$ cat config.mk
export PLATFORM = sky130hd
export DESIGN_NAME = double_ended_queue_flat
export DESIGN_NICKNAME = d
export VERILOG_FILES = /design/src/dqe_pkg.sv /design/src/dqe_if.sv /design/src/dqe_cell.sv /design/src/double_ended_queue.sv /design/src/flat_wrapper.sv
export SDC_FILE = /design/constraint.sdc
export NUM_CORES = 1
export LEC_CHECK = 0
export BUFFER_PORTS_ARGS = -buffer_cell sky130_fd_sc_hd__buf_2
export CAP_MARGIN = 20
export CORE_MARGIN = 1.5
export CORE_UTILIZATION = 30
export DETAILED_ROUTE_END_ITERATION = 6
export PLACE_DENSITY = 0.52
export SYNTH_ARGS = -nofsm -noshare
export SYNTH_HDL_FRONTEND = slang
export SYNTH_HIERARCHICAL = 1
export SYNTH_SLANG_ARGS = --single-unit
$ cat constraint.sdc
create_clock -name clk -period 9.6 [get_ports clk]
set_input_delay 0.48 -clock clk [delete_from_list [all_inputs] [get_ports clk]]
set_output_delay 0.48 -clock clk [all_outputs]
set_load 0.01 [all_outputs]
$ cat src/dqe_pkg.sv
package dqe_pkg;

  localparam int DataWidth = 32;
  localparam int OpWidth = 3;
  localparam int CountWidth = 5;
  localparam int DefaultDepth = 16;

  typedef logic signed [DataWidth-1:0] data_t;
  typedef logic [CountWidth-1:0] count_t;

  typedef enum logic [OpWidth-1:0] {
    OP_PUSH_REAR  = 3'd0,
    OP_PUSH_FRONT = 3'd1,
    OP_POP_REAR   = 3'd2,
    OP_POP_FRONT  = 3'd3,
    OP_CLEAR      = 3'd4,
    OP_STATUS     = 3'd5
  } op_e;

  // Broadcast control for the cell row. The forward chain keeps the front
  // in cell 0, the reverse chain keeps the rear in cell 0.
  typedef struct packed {
    logic f_shr;  // forward chain moves toward the back, cell 0 takes the value
    logic f_shl;  // forward chain moves toward cell 0
    logic f_put;  // the cell whose index equals the count takes the value
    logic r_shr;
    logic r_shl;
    logic r_put;
  } cell_ctl_t;

  localparam data_t EmptyValue = '1;

endpackage

$ cat src/dqe_if.sv
interface dqe_in_if;
  import dqe_pkg::*;

  logic  valid;
  logic  ready;
  logic [OpWidth-1:0] op;
  data_t value;

  modport source (output valid, output op, output value, input ready);
  modport sink (input valid, input op, input value, output ready);
endinterface

interface dqe_out_if;
  import dqe_pkg::*;

  logic   valid;
  logic   ready;
  data_t  front_value;
  data_t  rear_value;
  count_t count;
  logic   is_empty;
  logic   is_full;
  logic   error;

  modport source (output valid, output front_value, output rear_value, output count,
                  output is_empty, output is_full, output error, input ready);
  modport sink (input valid, input front_value, input rear_value, input count,
                input is_empty, input is_full, input error, output ready);
endinterface

$ cat src/dqe_cell.sv
module dqe_cell import dqe_pkg::*; #(
  parameter int Idx = 0,
  parameter int CntW = 5
) (
  input  logic            clk,
  input  cell_ctl_t       ctl,
  input  data_t           value,
  input  logic [CntW-1:0] occ,
  input  data_t           f_left,
  input  data_t           f_right,
  input  data_t           r_left,
  input  data_t           r_right,
  output data_t           f_q,
  output data_t           r_q
);

  data_t f_r, f_nxt;
  data_t r_r, r_nxt;
  logic  at_occ;

  assign at_occ = (occ == CntW'(Idx));

  always_comb begin
    priority if (ctl.f_shr) begin
      f_nxt = f_left;
    end else if (ctl.f_shl) begin
      f_nxt = f_right;
    end else if (ctl.f_put && at_occ) begin
      f_nxt = value;
    end else begin
      f_nxt = f_r;
    end
  end

  always_comb begin
    priority if (ctl.r_shr) begin
      r_nxt = r_left;
    end else if (ctl.r_shl) begin
      r_nxt = r_right;
    end else if (ctl.r_put && at_occ) begin
      r_nxt = value;
    end else begin
      r_nxt = r_r;
    end
  end

  // Payload only; cells beyond the count are never read.
  always_ff @(posedge clk) begin
    f_r <= f_nxt;
    r_r <= r_nxt;
  end

  assign f_q = f_r;
  assign r_q = r_r;

endmodule

$ cat src/double_ended_queue.sv
// The result of an operation is presented in the cycle after its transfer.
// Throughput: one operation per cycle unless a result stalls; each update is
// local to a cell; timing rests on broadcast control and the cell count compare.
// Reset (synchronous, active low) empties the queue and drops any pending result;
// cell contents are not reset and read as -1 until pushed.
module double_ended_queue import dqe_pkg::*; #(
  parameter int DEPTH = DefaultDepth
) (
  input  logic      clk,
  input  logic      rst_n,
  dqe_in_if.sink    in_ch,
  dqe_out_if.source out_ch
);

  localparam int CntW = $clog2(DEPTH + 1);

  // The queue is held twice in a row of cells. The forward chain keeps the
  // front entry in cell 0 and the rest in order behind it; the reverse chain
  // keeps the rear entry in cell 0 and the rest in reverse order. A push or
  // pop at one end shifts that end's chain by one cell, while the other chain
  // only writes or forgets the entry at the far position given by the count.
  // Both ends therefore sit at fixed cells and no wide read mux is needed.

  logic [CntW-1:0] occ_r, occ_nxt;
  logic            out_valid_r, out_valid_nxt;
  logic            err_r, err_nxt;
  logic            accept;
  logic            full, empty;
  cell_ctl_t       ctl;

  data_t f_q [DEPTH];
  data_t r_q [DEPTH];

  assign full  = (occ_r == CntW'(DEPTH));
  assign empty = (occ_r == '0);

  // A new operation is taken whenever the pending result is gone or leaves
  // in this same cycle, so the state only changes once its result is out.
  assign in_ch.ready = !out_valid_r || out_ch.ready;
  assign accept      = in_ch.valid && in_ch.ready;

  always_comb begin
    ctl     = '0;
    occ_nxt = occ_r;
    err_nxt = 1'b0;
    unique case (in_ch.op)
      OP_PUSH_REAR: begin
        if (full) begin
          err_nxt = 1'b1;
        end else begin
          ctl.r_shr = 1'b1;
          ctl.f_put = 1'b1;
          occ_nxt   = occ_r + 1'b1;
        end
      end
      OP_PUSH_FRONT: begin
        if (full) begin
          err_nxt = 1'b1;
        end else begin
          ctl.f_shr = 1'b1;
          ctl.r_put = 1'b1;
          occ_nxt   = occ_r + 1'b1;
        end
      end
      OP_POP_REAR: begin
        if (empty) begin
          err_nxt = 1'b1;
        end else begin
          ctl.r_shl = 1'b1;
          occ_nxt   = occ_r - 1'b1;
        end
      end
      OP_POP_FRONT: begin
        if (empty) begin
          err_nxt = 1'b1;
        end else begin
          ctl.f_shl = 1'b1;
          occ_nxt   = occ_r - 1'b1;
        end
      end
      OP_CLEAR: begin
        occ_nxt = '0;
      end
      default: begin
        // Status read and the unused codes change nothing.
      end
    endcase
    if (!accept) begin
      ctl     = '0;
      occ_nxt = occ_r;
      err_nxt = err_r;
    end
  end

  always_comb begin
    out_valid_nxt = out_valid_r;
    if (out_ch.ready) begin
      out_valid_nxt = 1'b0;
    end
    if (accept) begin
      out_valid_nxt = 1'b1;
    end
  end

  always_ff @(posedge clk) begin
    if (!rst_n) begin
      occ_r       <= '0;
      out_valid_r <= 1'b0;
      err_r       <= 1'b0;
    end else begin
      occ_r       <= occ_nxt;
      out_valid_r <= out_valid_nxt;
      err_r       <= err_nxt;
    end
  end

  // The row of cells. The left neighbor of cell 0 is the pushed value; the
  // right neighbor of the last cell feeds don't-care data that lands beyond
  // the count and is never read.
  for (genvar i = 0; i < DEPTH; i++) begin : g_cell
    data_t f_left, f_right, r_left, r_right;

    if (i == 0) begin : g_first
      assign f_left = in_ch.value;
      assign r_left = in_ch.value;
    end else begin : g_inner_l
      assign f_left = f_q[i-1];
      assign r_left = r_q[i-1];
    end

    if (i == DEPTH - 1) begin : g_last
      assign f_right = '0;
      assign r_right = '0;
    end else begin : g_inner_r
      assign f_right = f_q[i+1];
      assign r_right = r_q[i+1];
    end

    dqe_cell #(
      .Idx  (i),
      .CntW (CntW)
    ) u_cell (
      .clk     (clk),
      .ctl     (ctl),
      .value   (in_ch.value),
      .occ     (occ_r),
      .f_left  (f_left),
      .f_right (f_right),
      .r_left  (r_left),
      .r_right (r_right),
      .f_q     (f_q[i]),
      .r_q     (r_q[i])
    );
  end

  // The result is read straight from the state, which holds still while the
  // result waits for its transfer.
  assign out_ch.valid       = out_valid_r;
  assign out_ch.front_value = empty ? EmptyValue : f_q[0];
  assign out_ch.rear_value  = empty ? EmptyValue : r_q[0];
  assign out_ch.count       = CountWidth'(occ_r);
  assign out_ch.is_empty    = empty;
  assign out_ch.is_full     = full;
  assign out_ch.error       = err_r;

  // The count never runs past the number of cells.
  a_occ_bound: assert property (@(posedge clk) disable iff (!rst_n)
    occ_r <= CntW'(DEPTH))
    else $error("occupancy exceeds depth");

  // A refused push or pop leaves the count where it was.
  a_err_hold: assert property (@(posedge clk) disable iff (!rst_n)
    accept && (err_nxt == 1'b1) |=> $stable(occ_r) && err_r)
    else $error("failed operation changed the count");

  // A push into a queue with room grows it by exactly one entry.
  a_push_grow: assert property (@(posedge clk) disable iff (!rst_n)
    accept && !full && (in_ch.op == OP_PUSH_REAR || in_ch.op == OP_PUSH_FRONT)
    |=> occ_r == $past(occ_r) + 1'b1)
    else $error("push did not add one entry");

endmodule

$ cat src/flat_wrapper.sv
// flat-port wrapper written by rule: the top's interface ports become plain ports
module double_ended_queue_flat import dqe_pkg::*;
#(
  parameter int DEPTH = DefaultDepth
)
  (clk, rst_n, in_ch_valid, in_ch_op, in_ch_value, in_ch_ready, out_ch_valid, out_ch_front_value, out_ch_rear_value, out_ch_count, out_ch_is_empty, out_ch_is_full, out_ch_error, out_ch_ready);
  dqe_in_if in_ch_i ();
  dqe_out_if out_ch_i ();
  input  logic clk;
  input  logic rst_n;
  input wire logic [$bits(in_ch_i.valid)-1:0] in_ch_valid;
  input wire logic [$bits(in_ch_i.op)-1:0] in_ch_op;
  input wire logic [$bits(in_ch_i.value)-1:0] in_ch_value;
  output wire logic [$bits(in_ch_i.ready)-1:0] in_ch_ready;
  output wire logic [$bits(out_ch_i.valid)-1:0] out_ch_valid;
  output wire logic [$bits(out_ch_i.front_value)-1:0] out_ch_front_value;
  output wire logic [$bits(out_ch_i.rear_value)-1:0] out_ch_rear_value;
  output wire logic [$bits(out_ch_i.count)-1:0] out_ch_count;
  output wire logic [$bits(out_ch_i.is_empty)-1:0] out_ch_is_empty;
  output wire logic [$bits(out_ch_i.is_full)-1:0] out_ch_is_full;
  output wire logic [$bits(out_ch_i.error)-1:0] out_ch_error;
  input wire logic [$bits(out_ch_i.ready)-1:0] out_ch_ready;
  assign in_ch_i.valid = in_ch_valid;
  assign in_ch_i.op = in_ch_op;
  assign in_ch_i.value = in_ch_value;
  assign in_ch_ready = in_ch_i.ready;
  assign out_ch_valid = out_ch_i.valid;
  assign out_ch_front_value = out_ch_i.front_value;
  assign out_ch_rear_value = out_ch_i.rear_value;
  assign out_ch_count = out_ch_i.count;
  assign out_ch_is_empty = out_ch_i.is_empty;
  assign out_ch_is_full = out_ch_i.is_full;
  assign out_ch_error = out_ch_i.error;
  assign out_ch_i.ready = out_ch_ready;
  double_ended_queue #(.DEPTH(DEPTH)) u_core (.clk(clk), .rst_n(rst_n), .in_ch(in_ch_i), .out_ch(out_ch_i));
endmodule
* Word level (Yosys, flattened, before mapping) *
Index checks and enable logic that the tools add are counted.

cells by class
  equality and inequality tests = 22
  muxes and demuxes = 114
  reduce and logical (&&, ||, !) cells = 74
  $add $sub $neg = 2

operators by type and width
  kind                                                                   number
  32-bit 2-to-1 mux                                                      98
  3-bit nonzero test                                                     33
  5-bit by 4-bit equality test with 1-bit output, second input constant  8
  1-bit logical AND                                                      33
  5-bit by 3-bit equality test with 1-bit output, second input constant  4
  5-bit one-hot mux with 3 select lines                                  1
  5-bit by 2-bit equality test with 1-bit output, second input constant  2
  5-bit 2-to-1 mux                                                       2
  1-bit 2-to-1 mux                                                       9
  3-bit by 2-bit equality test with 1-bit output, second input constant  2
  6-bit 2-to-1 mux                                                       1
  5-bit by 1-bit adder with 5-bit output, second input constant          1
  5-bit by 1-bit equality test with 1-bit output, second input constant  1
  5-bit equality test, second input constant                             1
  5-bit logical NOT                                                      1
  5-bit by 1-bit subtractor with 5-bit output, second input constant     1
  2-bit 2-to-1 mux                                                       2
  2-bit inequality test, second input constant                           2
  4-bit AND reduction                                                    1
  2-bit OR reduction                                                     2
  3-bit by 1-bit equality test with 1-bit output, second input constant  1
  3-bit equality test, second input constant                             1
  3-bit logical NOT                                                      1
  1-bit one-hot mux with 2 select lines                                  1
  3 further kinds                                                        3

storage, ports and cells
  output and inout bits = 74
  word-level logic and storage cells = 247
  flip-flop bits (word level) = 1,031
  input bits = 39

* Longest topological paths before layout *
  word-level depth = 8
  depth in mapped cells = 9
  gate-level depth less buffers = 7

* Modules after synthesis *
Netlist, hierarchy kept.

by module, submodules not included
  module                                    times used  sequential area each (µm²)  area each (µm²)  cells each
  dqe_cell at u_core.g_cell[11].u_cell ...  4           1,921.8                     3,372.0          285
  dqe_cell at u_core.g_cell[1].u_cell ...   4           1,921.8                     3,372.0          282
  dqe_cell at u_core.g_cell[10].u_cell ...  4           1,921.8                     3,369.5          282
  dqe_cell at u_core.g_cell[12].u_cell      1           1,921.8                     3,373.2          284
  dqe_cell at u_core.g_cell[3].u_cell       1           1,921.8                     3,370.7          282
  dqe_cell at u_core.g_cell[15].u_cell      1           1,921.8                     3,369.5          285
  dqe_cell at u_core.g_cell[0].u_cell       1           1,921.8                     3,363.2          282
  double_ended_queue                        1           140.1                       958.4            127

* Worst setup path after synthesis *
No wires, ideal clock.

  path type = reg2reg
  start = register u_core.occ_r[1] (netlist: u_core/out_ch.count[1])
  end = register u_core.g_cell[12].u_cell.f_r[0] (enable)
  library setup time = 0.470 ns
  cell stages (with the launch flop) = 6
  data required time = 9.130 ns
  arrival = 6.896 ns
  buffers on the path = 0
  clock period less this slack = 7.366 ns
  path slack = 2.234 ns
  path through = dfxtp_1 > nor4_1 > and2_1 > nor4_1 > nand4b_1 > o31ai_1

on the way
  cells in the longest elaborated chain, start to end = 6
  elaborated cells on any way between the ends = 12
  classes of those cells = 2 x eq/ne; 7 x mux; 3 x reduce/logical

RTL lines
  element                                  line                       source
  from (decl)                              double_ended_queue.sv:24   logic [CntW-1:0] occ_r, occ_nxt;
  from (signal assigned)                   double_ended_queue.sv:111  occ_r <= occ_nxt;
  5-bit equality test (*)                  double_ended_queue.sv:34   assign full = (occ_r == CntW'(DEPTH));
  net out_ch_is_full                       flat_wrapper.sv:20         output wire logic [$bits(out_ch_i.is_full)-1:0] out_ch_is_full;
  2-bit 2-to-1 mux                         double_ended_queue.sv:48   if (full) begin
  2-bit 2-to-1 mux                         double_ended_queue.sv:46   unique case (in_ch.op)
  6-bit 2-to-1 mux (*)                     double_ended_queue.sv:88   if (!accept) begin
  1-bit logical AND                        dqe_cell.sv:28             end else if (ctl.f_put && at_occ) begin
  3-bit nonzero test (no source line) (*)  n/a
  to (signal assigned)                     dqe_cell.sv:49             f_r <= f_nxt;
  to (decl)                                dqe_cell.sv:17             data_t f_r, f_nxt;

The timed path passes the listed nets; every way through them passes the cells marked *.
A chain may end at the register's enable or synchronous reset.

==> results.py <==
metrics = {
    "place": {
        "placed_area_um2": 56000,
        "io_buffers": 112,
        "hpwl_mm": 77.0,
        "gp_congestion": 0.752,
        "dpl.cell_count": 6900,
    },
    "logic_synthesis": {
        "synth_area_leaders": "edfxtp_1 56%, mux2i_1 19%, o21ai_1 8.5%",
        "synth-simple-area-share_pct": 8.50,
        "synth_seq_area_share_pct": 56.3,
        "synth.most_common_cell": "nand2_1",
        "synthMuxAreaShare_pct": 18.7,
        "netlist.area_leader.share_pct": 56.0,
        "synthCells": 4656,
        "synth_commonest_cells": "1026 x nand2_1, 1024 x edfxtp_1, 1024 x mux2i_1",
        "ys_warn_count": 6,
        "synth_edf_count": 1024,
        "synth_cell_types": 49,
        "synth.cell_area_um2": 54900,
        "syn_avg_cell_area_um2": 11.8,
        "synth_seq_cells": 1031,
        "synthXorXnorAreaFrac_pct": 0.0479,
        "async_reset_ff_share_pct": 0,
        "synth-compound-area-share_pct": 10.0,
        "synth_ff_type": "edfxtp_1",
        "synth_top_family_by_area": "multiplexers",
        "synth_largest_area_cell": "edfxtp_1",
        "synth_fa_ha_area_share_pct": 0.105,
    },
    "floorplanning": {
        "boundaryPins": 113,
        "start_util_pct": 30.3,
        "placementRows": 156,
        "die_w_um": 431,
        "die_h_um": 431,
        "core_area_um2": 181000,
        "die-area_um2": 186000,
    },
    "routing": {
        "wl_per_cell_um": 19.7,
        "antenna_left": 0,
        "drc": 0,
        "drtIter0Drc": 2926,
        "wl_mm": 140,
        "routed_via_density": 5.07,
        "firstDrtPassIters": 6,
        "vias": 35965,
    },
    "job": {
        "cap_violations": 0,
    },
    "sta": {
        "period_minus_slack_ps": 5040,
        "rsz0062_at_grt": "false",
        "slew_headroom_pct": 26.5,
        "max_freq_mhz": 198,
        "drv_slew": 0,
        "setup_tns_ps": 0,
        "fin_skew_ps": 16.9,
        "finalCritPeriodShare_pct": 52.5,
        "setup_viol": 0,
        "worstMarginPinSlew_ps": 1100,
        "hold_violations": 0,
    },
    "grt": {
        "grt_pass1_vias": 36957,
        "gr-total-overflow": 0,
        "antenna_found_initial": 13,
        "grtUsageTotal_pct": 14.7,
        "grt_first_pass_wirelength_mm": 217,
        "grt_max_degree": 262,
    },
    "clocking": {
        "clk_latency_ps": 700,
        "clockBufferDepth": 3,
        "ctsHoldBuffers": 0,
        "cts-root-buf": "clkbuf_16",
        "cts_setup_buffers": 0,
        "post_cts_resize_count": 0,
        "clock_sinks": 1031,
        "tritoncts": "built",
        "htree_levels": 3,
        "cts_buffers": 106,
        "path_clk_slew_ps": 60,
    },
    "min_path": {
        "min_path_type": "in -> reg",
        "whs_endpoint": "u_core/out_ch.error",
        "hold_depth": 2,
        "hold_start": "rst_n",
    },
    "power": {
        "powerDensity_nw_per_um2": 170,
        "total_power_mw": 10.1,
        "p_leak_nw": 16.2,
        "vdd_drop_max_uv": 132,
    },
    "finish": {
        "fin_cells": 7094,
        "stdcell_area_um2": 59300,
        "drive_gt1_share_pct": 8.60,
        "area_delta_synth_final_pct": 8.11,
        "fin_nets": 4681,
    },
    "setup_path": {
        "cp.arrival_ps": 5430,
        "critical_path_class": "reg -> reg",
        "end_kind": "flip-flop",
        "worstPathRequired_ps": 9990,
        "crit_top_cell": "buf_12",
        "path_cells": "nor4_1 -> and2_1 -> nor4_2 -> buf_12 -> buf_12 -> buf_4 -> o21ai_1",
        "worstRegToRegCells": 7,
        "r2r_start": "u_core/out_ch.count[1]",
        "worst-path-buf-inv": 3,
        "start_kind": "flip-flop",
        "timing.rr.end": "u_core/g_cell[9].u_cell/r_q[13]",
        "rrSetupSlack_ps": 4560,
        "path_max_fanout": 261,
        "slowest_stage": "buf_4",
        "critical_path.top_delay_family": "buffers and inverters",
        "cpPeakStageDelay_ps": 930,
    },
    "run_status": {
        "status": "finished, final reports clean",
    },
}
==> layout make-up <==
| type | count | area [µm²] |
|---|---|---|
| Clock inverter | 56 | 455 |
| Tap cell | 2370 | 2970 |
| Antenna cell | 5 | 12.5 |
| Multi-Input combinational cell | 3315 | 21000 |
| Sequential cell | 1031 | 30900 |
| Fill cell | 18425 | 122000 |
| Timing Repair Buffer | 171 | 1150 |
| Clock buffer | 133 | 2840 |
| Inverter | 13 | 48.8 |
==> per-stage QoR <==
stage          hold WS (ps)  worst slack, ps  util (%)
2_1_floorplan           517             2230         -
3_3_place_gp            538             4670      30.9
3_5_place_dp            547             4580      30.9
4_1_cts                14.1             4570      32.7
5_1_grt                56.4             4090      32.7
6_report               80.0             4560      32.7
==> state kept, by name, indices dropped and copies added (netlist names) <==
signal / flops
u_core/g_cell.u_cell/f_q: 512
u_core/g_cell.u_cell/r_q: 512
u_core/out_ch.count: 5
u_core/out_ch.error: 1
u_core/out_ch.valid: 1
==> kinds of logic after synthesis <==
kind of cell | after synthesis
other | 1
buffers and inverters | 373
AOI/OAI and AO/OA | 1071
adders and majority gates | 4
muxes | 1026
and+or+nand+nor | 1147
DFF | 1031
xor gates and xnor gates | 3
==> where the power goes <==
part           internal [mW]  total [mW]  switching, mW
Combinational          0.270       0.799          0.529
Sequential              5.14        5.21         0.0722
Clock                   2.29        4.07           1.78
Total                   7.70        10.1           2.38
==> worst max path at each step <==
stage	startpoint	endpoint	slack (ps)	cells after the start
after floorplan	u_core/out_ch.count[1]	u_core/g_cell[12].u_cell/f_q[0]	2230	5
after global placement	u_core/out_ch.count[1]	u_core/g_cell[3].u_cell/f_q[7]	4670	9
after detailed placement	u_core/out_ch.count[1]	u_core/g_cell[5].u_cell/f_q[11]	4580	9
after CTS	u_core/out_ch.count[1]	u_core/g_cell[5].u_cell/f_q[11]	4570	9
after global routing	u_core/out_ch.count[1]	u_core/g_cell[9].u_cell/r_q[13]	4090	7
final	u_core/out_ch.count[1]	u_core/g_cell[9].u_cell/r_q[13]	4560	7
==> per-layer routing <==
metal / track usage [%] / routed length (µm) / vias to the layer above
li1: - / - / 16924
met1: 19.9 / 64200 / 18260
met2: 25.1 / 67900 / 595
met3: 1.64 / 4740 / 186
met4: 3.70 / 3180 / 0
met5: 0 / 0 / -
==> cell usage in the layout, fill, tap and decap left out, types with 3 or more instances in the layout <==
| cell | synthesis | layout |
|---|---|---|
| clkbuf_16 | 0 | 110 |
| a21oi_1 | 4 | 4 |
| buf_2 | 195 | 112 |
| o21ai_0 | 106 | 96 |
| nand2_1 | 1026 | 1026 |
| dfxtp_1 | 7 | 7 |
| ha_1 | 3 | 3 |
| and2_1 | 3 | 3 |
| a311o_2 | 0 | 20 |
| nand2b_1 | 11 | 11 |
| or2_1 | 10 | 10 |
| nand4b_1 | 6 | 6 |
| buf_12 | 96 | 12 |
| nor4b_2 | 4 | 4 |
| clkbuf_1 | 35 | 23 |
| nor2_1 | 12 | 12 |
| edfxtp_1 | 1024 | 1024 |
| o21ai_4 | 0 | 10 |
| buf_4 | 1 | 47 |
| nor4_2 | 0 | 4 |
| or2_2 | 54 | 54 |
| bufinv_16 | 0 | 8 |
| a22o_1 | 3 | 3 |
| mux2i_1 | 1024 | 1024 |
| conb_1 | 1 | 64 |
| inv_1 | 13 | 13 |
| and4bb_1 | 4 | 4 |
| clkinv_1 | 0 | 31 |
| diode_2 | 0 | 5 |
| clkinv_2 | 0 | 15 |
| o21ai_1 | 928 | 928 |
Power figures use the tool's default switching activity.
